### config.mk
export PLATFORM = sky130hd
export DESIGN_NAME = determinant_excitation_compare
export DESIGN_NICKNAME = d
export VERILOG_FILES = /design/src/hdl/dec_pkg.sv /design/src/hdl/dec_entry_cell.sv /design/src/hdl/dec_sort_cell.sv /design/src/hdl/determinant_excitation_compare.sv
export VERILOG_INCLUDE_DIRS = /design/src /design/src/hdl
export SDC_FILE = /design/constraint.sdc
export NUM_CORES = 2
export LEC_CHECK = 0
export BUFFER_PORTS_ARGS = -buffer_cell sky130_fd_sc_hd__buf_2
export CORE_ASPECT_RATIO = 0.6
export CORE_MARGIN = 1
export CORE_UTILIZATION = 40
export CTS_CLUSTER_SIZE = 25
export DETAILED_ROUTE_END_ITERATION = 10
export GPL_TIMING_DRIVEN = 0
export PLACE_DENSITY = 0.68
export SYNTH_ARGS = -nofsm -noshare
export SYNTH_HDL_FRONTEND = slang
export SYNTH_SLANG_ARGS = --single-unit
### constraint.sdc
create_clock -name clk -period 7.9 [get_ports clk]
set_input_delay 0.395 -clock clk [delete_from_list [all_inputs] [get_ports clk]]
set_output_delay 0.395 -clock clk [all_outputs]
set_load 0.02 [all_outputs]
### src/hdl/determinant_excitation_compare_macros.svh
// Assertion helpers, sampled on clk, off while rst_n is low.
`ifndef DETERMINANT_EXCITATION_COMPARE_MACROS_SVH
`define DETERMINANT_EXCITATION_COMPARE_MACROS_SVH

`define DEC_ASSERT(lbl, prop) \
    lbl: assert property (@(posedge clk) disable iff (!rst_n) prop) \
        else $error("dec assertion failed");

`define DEC_ASSERT_NEXT(lbl, ante, cons) \
    lbl: assert property (@(posedge clk) disable iff (!rst_n) (ante) |=> (cons)) \
        else $error("dec assertion failed");

`endif

### src/hdl/dec_pkg.sv
package dec_pkg;

    localparam int MAX_ENTRIES = 16;
    localparam int ORB_W       = 6;
    localparam int POS_W       = 4;
    localparam int CNT_W       = 5;
    localparam int OCC_W       = 2;
    localparam int LVL_W       = 2;
    localparam int OCFG_W      = 7;

    localparam logic [OCFG_W-1:0] ORB_COUNT_RESET = 7'd10;
    localparam logic [OCC_W-1:0]  OCC_SAT         = 2'd3;
    localparam logic [LVL_W-1:0]  LVL_SAT         = 2'd3;

    localparam logic [1:0] KIND_LEVEL = 2'd0;
    localparam logic [1:0] KIND_REF   = 2'd1;
    localparam logic [1:0] KIND_K     = 2'd2;

    typedef struct packed {
        logic [ORB_W-1:0] r;
        logic [ORB_W-1:0] k;
        logic             rv;
        logic             kv;
        logic [POS_W-1:0] pos;
    } circ_t;

    // sort key: unmarked entries after marked, then orbital, then position
    typedef struct packed {
        logic             unmarked;
        logic [ORB_W-1:0] orb;
        logic [POS_W-1:0] pos;
    } key_t;

    typedef struct packed {
        key_t rkey;
        key_t kkey;
        logic contrib;
        logic occ_err;
    } cell_out_t;

    function automatic logic [OCC_W-1:0] sat_inc(input logic [OCC_W-1:0] c, input logic en);
        logic [OCC_W-1:0] r;
        r = (en && c != OCC_SAT) ? c + OCC_W'(1) : c;
        return r;
    endfunction

endpackage

### src/hdl/dec_entry_cell.sv
module dec_entry_cell
(
    input  logic                          clk,
    input  logic [dec_pkg::POS_W-1:0]     cell_pos,
    input  logic                          wr,
    input  logic [dec_pkg::ORB_W-1:0]     wr_r,
    input  logic [dec_pkg::ORB_W-1:0]     wr_k,
    input  logic                          wr_rv,
    input  logic                          wr_kv,
    input  logic                          present,
    input  logic                          load,
    input  logic                          shift,
    input  dec_pkg::circ_t                circ_in,
    output dec_pkg::circ_t                circ_out,
    output dec_pkg::cell_out_t            cell_out
);

    logic [dec_pkg::ORB_W-1:0] r_reg;
    logic [dec_pkg::ORB_W-1:0] k_reg;
    logic                      rv_reg;
    logic                      kv_reg;
    dec_pkg::circ_t            circ_reg;
    logic [dec_pkg::OCC_W-1:0] rsa_reg, rsb_reg, rot_reg, ksa_reg, kot_reg;
    logic                      rv_eff, kv_eff;
    logic                      r_mark, k_mark;

    assign rv_eff = present && rv_reg;
    assign kv_eff = present && kv_reg;

    always_ff @(posedge clk)
    begin
        if (wr)
        begin
            r_reg  <= wr_r;
            k_reg  <= wr_k;
            rv_reg <= wr_rv;
            kv_reg <= wr_kv;
        end
    end

    // ring of entries passes once around; each cell counts matches to its own
    always_ff @(posedge clk)
    begin
        if (load)
        begin
            circ_reg.r   <= r_reg;
            circ_reg.k   <= k_reg;
            circ_reg.rv  <= rv_eff;
            circ_reg.kv  <= kv_eff;
            circ_reg.pos <= cell_pos;
            rsa_reg      <= '0;
            rsb_reg      <= '0;
            rot_reg      <= '0;
            ksa_reg      <= '0;
            kot_reg      <= '0;
        end
        else if (shift)
        begin
            circ_reg <= circ_in;
            rsa_reg  <= dec_pkg::sat_inc(rsa_reg, circ_reg.rv && circ_reg.r == r_reg);
            rsb_reg  <= dec_pkg::sat_inc(rsb_reg, circ_reg.rv && circ_reg.r == r_reg
                                                  && circ_reg.pos < cell_pos);
            rot_reg  <= dec_pkg::sat_inc(rot_reg, circ_reg.kv && circ_reg.k == r_reg);
            ksa_reg  <= dec_pkg::sat_inc(ksa_reg, circ_reg.kv && circ_reg.k == k_reg);
            kot_reg  <= dec_pkg::sat_inc(kot_reg, circ_reg.rv && circ_reg.r == k_reg);
        end
    end

    assign circ_out = circ_reg;

    assign r_mark = rv_eff && rsa_reg > rot_reg;
    assign k_mark = kv_eff && ksa_reg > kot_reg;

    assign cell_out.rkey.unmarked = !r_mark;
    assign cell_out.rkey.orb      = r_reg;
    assign cell_out.rkey.pos      = cell_pos;
    assign cell_out.kkey.unmarked = !k_mark;
    assign cell_out.kkey.orb      = k_reg;
    assign cell_out.kkey.pos      = cell_pos;
    // occurrence number rsb+1 lies in (k count, 3]
    assign cell_out.contrib = rv_eff && rsb_reg != dec_pkg::OCC_SAT && rsb_reg >= rot_reg;
    assign cell_out.occ_err = (rv_eff && rsa_reg == dec_pkg::OCC_SAT)
                           || (kv_eff && ksa_reg == dec_pkg::OCC_SAT);

endmodule

### src/hdl/dec_sort_cell.sv
module dec_sort_cell
(
    input  logic          clk,
    input  logic          rst_n,
    input  logic          clear,
    input  logic          ins,
    input  logic          drain,
    input  dec_pkg::key_t key_in,
    input  dec_pkg::key_t prev_key,
    input  logic          prev_valid,
    input  logic          prev_lt,
    input  dec_pkg::key_t next_key,
    input  logic          next_valid,
    output dec_pkg::key_t key,
    output logic          valid,
    output logic          lt
);

    dec_pkg::key_t key_reg;
    logic          valid_reg;

    assign lt = !valid_reg || key_in < key_reg;

    always_ff @(posedge clk or negedge rst_n)
    begin
        if (!rst_n)
        begin
            valid_reg <= 1'b0;
        end
        else if (clear)
        begin
            valid_reg <= 1'b0;
        end
        else if (ins && lt)
        begin
            valid_reg <= prev_lt ? prev_valid : 1'b1;
        end
        else if (drain)
        begin
            valid_reg <= next_valid;
        end
    end

    always_ff @(posedge clk)
    begin
        if (ins && lt)
        begin
            key_reg <= prev_lt ? prev_key : key_in;
        end
        else if (drain)
        begin
            key_reg <= next_key;
        end
    end

    assign key   = key_reg;
    assign valid = valid_reg;

endmodule

### src/hdl/determinant_excitation_compare.sv
// Loading: one pair word per cycle. After the last pair: a setup state (PREP), a
// pass of the ring of entry cells to count occupancies, insertion of the keys
// into the two sorter chains (n pairs), then 1 + 2n result words (only the level
// word when the level saturates), one per cycle while the output does not stall.
// Reset (rst_n, async) empties the set, clears the error flag, orbital_count = 10.
`include "determinant_excitation_compare_macros.svh"

module determinant_excitation_compare
(
    input  logic        clk,
    input  logic        rst_n,
    input  logic        cfg_wr_en,
    input  logic [6:0]  cfg_wr_data,   // orbital_count
    input  logic        s_axis_tvalid,
    output logic        s_axis_tready,
    input  logic [15:0] s_axis_tdata,  // [5:0] ref_orbital, [11:6] k_orbital, zero pad
    input  logic        s_axis_tlast,  // last_pair
    output logic        m_axis_tvalid,
    input  logic        m_axis_tready,
    output logic [7:0]  m_axis_tdata,  // [4:0] value, [5] status, zero pad
    output logic [1:0]  m_axis_tuser,  // [1:0] kind
    output logic        m_axis_tlast   // last_result
);

    localparam int N = dec_pkg::MAX_ENTRIES;

    localparam logic [2:0] ST_LOAD    = 3'd0;
    localparam logic [2:0] ST_PREP    = 3'd1;
    localparam logic [2:0] ST_COUNT   = 3'd2;
    localparam logic [2:0] ST_FEED    = 3'd3;
    localparam logic [2:0] ST_EMIT    = 3'd4;
    localparam logic [2:0] ST_DRAIN_R = 3'd5;
    localparam logic [2:0] ST_DRAIN_K = 3'd6;

    logic [2:0]                  state_reg, state_next;
    logic [dec_pkg::CNT_W-1:0]   pair_count_reg, pair_count_next;
    logic [dec_pkg::CNT_W-1:0]   cnt_reg, cnt_next;
    logic                        err_reg, err_next;
    logic [dec_pkg::LVL_W-1:0]   lvl_reg, lvl_next;
    logic [dec_pkg::OCFG_W-1:0]  orb_count_reg;

    logic                        out_valid_reg;
    logic [4:0]                  out_value_reg;
    logic                        out_status_reg;
    logic [1:0]                  out_kind_reg;
    logic                        out_last_reg;
    logic                        out_load;
    logic [4:0]                  out_value;
    logic [1:0]                  out_kind;
    logic                        out_last;

    logic                        adv;
    logic                        in_acc;
    logic [dec_pkg::ORB_W-1:0]   in_r, in_k;
    logic                        in_rv, in_kv;
    logic                        wr_en;
    logic                        cell_load, cell_shift;
    logic                        srt_clear, srt_ins, drain_r, drain_k;
    logic [dec_pkg::CNT_W-1:0]   n_minus1;

    dec_pkg::circ_t              circ   [N];
    dec_pkg::cell_out_t          cout   [N];
    logic [N-1:0]                occ_err_v;
    dec_pkg::cell_out_t          feed_sel;

    dec_pkg::key_t               r_key [N];
    logic [N-1:0]                r_valid, r_lt;
    dec_pkg::key_t               k_key [N];
    logic [N-1:0]                k_valid, k_lt;

    assign in_r   = s_axis_tdata[5:0];
    assign in_k   = s_axis_tdata[11:6];
    assign in_rv  = {1'b0, in_r} < orb_count_reg;
    assign in_kv  = {1'b0, in_k} < orb_count_reg;
    assign in_acc = s_axis_tvalid && s_axis_tready;
    assign adv    = !out_valid_reg || m_axis_tready;
    assign s_axis_tready = state_reg == ST_LOAD;
    assign wr_en  = in_acc && pair_count_reg != dec_pkg::CNT_W'(N);
    assign n_minus1 = pair_count_reg - dec_pkg::CNT_W'(1);

    always_ff @(posedge clk or negedge rst_n)
    begin
        if (!rst_n)
        begin
            orb_count_reg <= dec_pkg::ORB_COUNT_RESET;
        end
        else if (cfg_wr_en)
        begin
            orb_count_reg <= cfg_wr_data;
        end
    end

    genvar g;
    generate
        for (g = 0; g < N; g++)
        begin : g_cell
            dec_entry_cell u_cell
            (
                .clk      (clk),
                .cell_pos (dec_pkg::POS_W'(g)),
                .wr       (wr_en && pair_count_reg[dec_pkg::POS_W-1:0] == dec_pkg::POS_W'(g)),
                .wr_r     (in_r),
                .wr_k     (in_k),
                .wr_rv    (in_rv),
                .wr_kv    (in_kv),
                .present  (dec_pkg::CNT_W'(g) < pair_count_reg),
                .load     (cell_load),
                .shift    (cell_shift),
                .circ_in  (circ[(g + N - 1) % N]),
                .circ_out (circ[g]),
                .cell_out (cout[g])
            );
            assign occ_err_v[g] = cout[g].occ_err;

            dec_sort_cell u_sort_r
            (
                .clk        (clk),
                .rst_n      (rst_n),
                .clear      (srt_clear),
                .ins        (srt_ins),
                .drain      (drain_r),
                .key_in     (feed_sel.rkey),
                .prev_key   (r_key[(g + N - 1) % N]),
                .prev_valid (r_valid[(g + N - 1) % N]),
                .prev_lt    ((g == 0) ? 1'b0 : r_lt[(g + N - 1) % N]),
                .next_key   (r_key[(g + 1) % N]),
                .next_valid ((g == N - 1) ? 1'b0 : r_valid[(g + 1) % N]),
                .key        (r_key[g]),
                .valid      (r_valid[g]),
                .lt         (r_lt[g])
            );

            dec_sort_cell u_sort_k
            (
                .clk        (clk),
                .rst_n      (rst_n),
                .clear      (srt_clear),
                .ins        (srt_ins),
                .drain      (drain_k),
                .key_in     (feed_sel.kkey),
                .prev_key   (k_key[(g + N - 1) % N]),
                .prev_valid (k_valid[(g + N - 1) % N]),
                .prev_lt    ((g == 0) ? 1'b0 : k_lt[(g + N - 1) % N]),
                .next_key   (k_key[(g + 1) % N]),
                .next_valid ((g == N - 1) ? 1'b0 : k_valid[(g + 1) % N]),
                .key        (k_key[g]),
                .valid      (k_valid[g]),
                .lt         (k_lt[g])
            );
        end
    endgenerate

    assign feed_sel = cout[cnt_reg[dec_pkg::POS_W-1:0]];

    always_comb
    begin
        state_next      = state_reg;
        pair_count_next = pair_count_reg;
        cnt_next        = cnt_reg;
        err_next        = err_reg;
        lvl_next        = lvl_reg;
        cell_load       = 1'b0;
        cell_shift      = 1'b0;
        srt_clear       = 1'b0;
        srt_ins         = 1'b0;
        drain_r         = 1'b0;
        drain_k         = 1'b0;
        out_load        = 1'b0;
        out_value       = 5'd0;
        out_kind        = dec_pkg::KIND_LEVEL;
        out_last        = 1'b0;
        unique case (state_reg)
            ST_LOAD:
            begin
                if (in_acc)
                begin
                    if (wr_en)
                    begin
                        pair_count_next = pair_count_reg + dec_pkg::CNT_W'(1);
                        err_next = err_reg || !in_rv || !in_kv;
                    end
                    else
                    begin
                        err_next = 1'b1;
                    end
                    if (s_axis_tlast)
                    begin
                        state_next = ST_PREP;
                    end
                end
            end
            ST_PREP:
            begin
                cell_load  = 1'b1;
                srt_clear  = 1'b1;
                lvl_next   = '0;
                cnt_next   = '0;
                state_next = ST_COUNT;
            end
            ST_COUNT:
            begin
                cell_shift = 1'b1;
                cnt_next   = cnt_reg + dec_pkg::CNT_W'(1);
                if (cnt_reg == dec_pkg::CNT_W'(N - 1))
                begin
                    cnt_next   = '0;
                    state_next = ST_FEED;
                end
            end
            ST_FEED:
            begin
                err_next = err_reg || (|occ_err_v);
                if (cnt_reg < pair_count_reg)
                begin
                    srt_ins  = 1'b1;
                    cnt_next = cnt_reg + dec_pkg::CNT_W'(1);
                    lvl_next = (lvl_reg == dec_pkg::LVL_SAT) ? lvl_reg
                             : lvl_reg + dec_pkg::LVL_W'(feed_sel.contrib);
                end
                else
                begin
                    cnt_next   = '0;
                    state_next = ST_EMIT;
                end
            end
            ST_EMIT:
            begin
                if (adv)
                begin
                    out_load  = 1'b1;
                    out_kind  = dec_pkg::KIND_LEVEL;
                    out_value = {3'd0, lvl_reg};
                    out_last  = lvl_reg == dec_pkg::LVL_SAT || pair_count_reg == '0;
                    if (out_last)
                    begin
                        state_next      = ST_LOAD;
                        pair_count_next = '0;
                        err_next        = 1'b0;
                    end
                    else
                    begin
                        state_next = ST_DRAIN_R;
                    end
                end
            end
            ST_DRAIN_R:
            begin
                if (adv)
                begin
                    out_load  = 1'b1;
                    out_kind  = dec_pkg::KIND_REF;
                    out_value = {1'b0, r_key[0].pos};
                    drain_r   = 1'b1;
                    cnt_next  = cnt_reg + dec_pkg::CNT_W'(1);
                    if (cnt_reg == n_minus1)
                    begin
                        cnt_next   = '0;
                        state_next = ST_DRAIN_K;
                    end
                end
            end
            ST_DRAIN_K:
            begin
                if (adv)
                begin
                    out_load  = 1'b1;
                    out_kind  = dec_pkg::KIND_K;
                    out_value = {1'b0, k_key[0].pos};
                    drain_k   = 1'b1;
                    cnt_next  = cnt_reg + dec_pkg::CNT_W'(1);
                    if (cnt_reg == n_minus1)
                    begin
                        out_last        = 1'b1;
                        cnt_next        = '0;
                        pair_count_next = '0;
                        err_next        = 1'b0;
                        state_next      = ST_LOAD;
                    end
                end
            end
            default:
            begin
                state_next = ST_LOAD;
            end
        endcase
    end

    always_ff @(posedge clk or negedge rst_n)
    begin
        if (!rst_n)
        begin
            state_reg      <= ST_LOAD;
            pair_count_reg <= '0;
            cnt_reg        <= '0;
            err_reg        <= 1'b0;
            lvl_reg        <= '0;
            out_valid_reg  <= 1'b0;
        end
        else
        begin
            state_reg      <= state_next;
            pair_count_reg <= pair_count_next;
            cnt_reg        <= cnt_next;
            err_reg        <= err_next;
            lvl_reg        <= lvl_next;
            out_valid_reg  <= out_load ? 1'b1 : (m_axis_tready ? 1'b0 : out_valid_reg);
        end
    end

    always_ff @(posedge clk)
    begin
        if (out_load)
        begin
            out_value_reg  <= out_value;
            out_status_reg <= err_reg;
            out_kind_reg   <= out_kind;
            out_last_reg   <= out_last;
        end
    end

    assign m_axis_tvalid = out_valid_reg;
    assign m_axis_tdata  = {2'b00, out_status_reg, out_value_reg};
    assign m_axis_tuser  = out_kind_reg;
    assign m_axis_tlast  = out_last_reg;

    `DEC_ASSERT(a_pair_count_max, pair_count_reg <= dec_pkg::CNT_W'(N))
    `DEC_ASSERT_NEXT(a_count_ends, state_reg == ST_COUNT && cnt_reg == dec_pkg::CNT_W'(N - 1), state_reg == ST_FEED)
    `DEC_ASSERT(a_drain_has_key, state_reg == ST_DRAIN_R |-> r_valid[0])

endmodule
==> out/metrics.yaml <==
run_status:
  status: "finished, violations left"
  violations: "capacitance limit, slew limit, setup timing"
sta:
  fin_crit_sh_pct: 100.8
  slew_headroom_pct: -6.548
  slew_violations: 98
  fmax_mhz: 125.5
  timing.final.ws_setup_ns: -0.06510
  hold_violations: 0
  setup_viol_count_final: 11
  tns_ns: -0.6905
  timing.final.crit_period_ns: 7.965
  worst_slew_pin_slew_ns: 1.598
  finClkSkew_ns: 0.06539
  rsz0062_at_grt: "false"
clocking:
  cts_max_path_buffers: 3
  cts-root-buf: "clkbuf_16"
  cts.reportedPaths.clkPinSlew_ns: 0.07
  clock_sinks: 1086
  postCtsSetupRepairBufs: 0
  htree_levels: 3
  cts_tree: "yes"
  clock_latency_ns: 0.77
  numCtsBuffers: 107
flow_run:
  drv_cap: 9
critical_path:
  critical_path_class: "reg -> reg"
  cp-end-kind: "flip-flop"
  reg2reg_setup_slack_ns: -0.07
  critPathRequiredTime_ns: 8.22
  cp_cell_sequence: "buf_6, inv_2, clkbuf_1, a2111oi_0, o21ai_1, nand4_2, and2_1, inv_1, ha_1, o211ai_1, a21oi_1, and2_1, a22o_1, buf_2, nand2b_1, clkbuf_1, nand2_1"
  critPathSlowestCell: "clkbuf_1"
  path_max_fanout: 16
  slowest_delay_ns: 1.18
  startpoint: "cnt_reg[0]"
  cp_data_arrival_time_ns: 8.28
  start_kind: "flip-flop"
  timing.rr.start: "cnt_reg[0]"
final_layout:
  stdcell_area_um2: 71040
  drive_gt1_share_pct: 7.168
  areaGrowthSynthToFinish_pct: 11.14
  final_cell_mix: "edfxtp_1 (808), nand2_1 (562), ha_1 (518)"
  final_cells: 8388
  final_common_cell: "edfxtp_1"
  largest_reg_flops: 288
  fin_nets: 6703
place:
  placed_cells: 8161
  postPlaceCellArea_um2: 66970
  io_buffers: 34
  hpwl_mm: 190.5
  gp_congestion: 1.048
  dp_slack_ns: 0.5047
grt:
  grt_use_total_pct: 30.35
  grt_max_degree: 105
  grt_antenna_before_repair: 19
  gr-total-overflow: 0
  grt_pass1_wl_mm: 351.0
  grt_pass1_vias: 48100
logic_synthesis:
  ys_seq_elements: 1086
  synth-async-reset-ratio_pct: 5.157
  synth_cells: 5987
  synth-edff-count: 808
  yosys_warnings: 0
  syn_avg_cell_area_um2: 10.68
  synthFlopType: "edfxtp_1"
  synth.distinct_cells: 97
  synth_top_area_cell: "edfxtp_1"
  ys_seq_area_share_pct: 47.11
  syn_area_um2: 63920
  ys_top_cells_by_area: "edfxtp_1 (38%), ha_1 (10%), dfxtp_1 (7.0%)"
  netlist.area_leader.share_pct: 37.96
floorplanning:
  die_x_um: 518.1
  fp.coreArea_um2: 158500
  start_util_pct: 40.33
  dieHeight_um: 311.6
  ioPinCount: 42
  rows: 113
  dieArea_um2: 161500
drt:
  initialDrtViolationCount: 9096
  wl_per_cell_um: 30.08
  routed_wl_mm: 252.3
  drc: 0
  vias: 52500
  ant_nets: 0
  vias_per_cell: 6.259
  drt_first_pass_iters: 6
power:
  p_total_mw: 28.25
  p_leak_nw: 29.44
  pwr_density_cell_nw_per_um2: 397.6
  ir_drop_mv: 0.3647
hold_path:
  hold_path.class: "in -> reg"
  min_from: "cfg_wr_en"
[synth_stat cells, types with 13 or more instances]
library cell	count
xor2_1	308
mux4_2	24
o2111ai_1	24
nand4_1	81
a221oi_2	14
nand2b_1	62
buf_1	30
a21o_1	63
a21oi_1	227
clkbuf_1	176
and2_1	17
nand2_1	562
a2111oi_0	15
buf_2	51
xnor2_1	161
mux2i_1	417
o21ai_0	227
and3_1	23
nor3_1	66
dfxtp_1	222
o31ai_2	13
inv_1	451
o22a_1	33
buf_6	25
o21ai_1	248
a31oi_1	26
a221oi_1	13
ha_1	518
o211a_1	14
nor2_1	330
dfrtp_1	54
a22o_1	200
nand3_1	99
o211ai_1	21
o221a_2	14
nor2b_1	29
edfxtp_1	808
a211oi_1	20
a211o_1	27
nor4_1	74
[worst max-delay path: cells and delay by family (launching register included)]
kind	cells	cell delay [ns]
buffers and inverters	6	3.55
AND/OR/NAND/NOR	5	1.90
AO/OA/AOI/OAI	5	1.14
flip-flops	1	0.58
adder cells (fa/ha/maj)	1	0.31
[repair_timing]
item,4_1_cts,5_1_grt
setup endpoints to repair,0,11
hold buffers,11,0
hold endpoints to repair,63,0
gates resized for setup,0,1
[cell type report]
class | instances | area (um2)
diodes | 11 | 27.53
plain buffers | 295 | 1428
clock buffers | 147 | 3089
clock inverters | 56 | 799.5
fillers | 14500 | 87460
inverters | 458 | 1719
multi-input cells | 4150 | 30700
flip-flops and latches | 1086 | 30120
well taps | 2127 | 2661
repair buffers | 58 | 490.5
[final timing paths]
| check | to | cells after the start |
|---|---|---|
| setup reg to reg | g_cell[11].u_sort_r.key[8] | 17 |
| min in group asynchronous | orb_count_reg[3] | 2 |
| hold reg to reg | g_cell[1].u_cell.circ_out[3] | 2 |
| max in group asynchronous | orb_count_reg[2] | 3 |
| hold / removal | orb_count_reg[1] | 4 |
| setup / recovery | g_cell[11].u_sort_r.key[8] | 17 |
[report_power, final]
| part | total, mW | leakage [nW] | internal (mW) | switching [mW] |
|---|---|---|---|---|
| logic | 12.1 | 17.5 | 3.96 | 8.10 |
| clock network | 5.80 | 1.89 | 3.29 | 2.51 |
| registers | 10.4 | 10.0 | 8.35 | 2.05 |
| total | 28.2 | 29.4 | 15.6 | 12.7 |
[metrics by stage]
step | utilization (%) | hold slack [ns]
2_1_floorplan | - | 0.09941
3_3_place_gp | 42.12 | 0.4384
3_5_place_dp | 42.25 | 0.2357
4_1_cts | 44.78 | 0.09151
5_1_grt | 44.80 | 0.1133
6_report | 44.82 | 0.1280
[metal layers]
metal	vias up	global-route usage [%]	share of wire [%]
met4	16	6.395	2.1
met3	370	16.98	20
met2	4069	35.26	34
met1	25840	46.36	44
met5	-	0.8519	0.15
li1	22210	-	-
[logic make-up after synthesis]
logic type / count (synthesis) / synth area share (%)
AOI/OAI and AO/OA: 1305 / 13.78
buffers and inverters: 753 / 4.903
muxes: 452 / 7.570
adders and majority gates: 518 / 10.14
and+or+nand+nor: 1403 / 10.06
other: 1 / 0.005867
DFF: 1086 / 47.11
xor gates and xnor gates: 469 / 6.426
(Power assumes the default switching activity.)
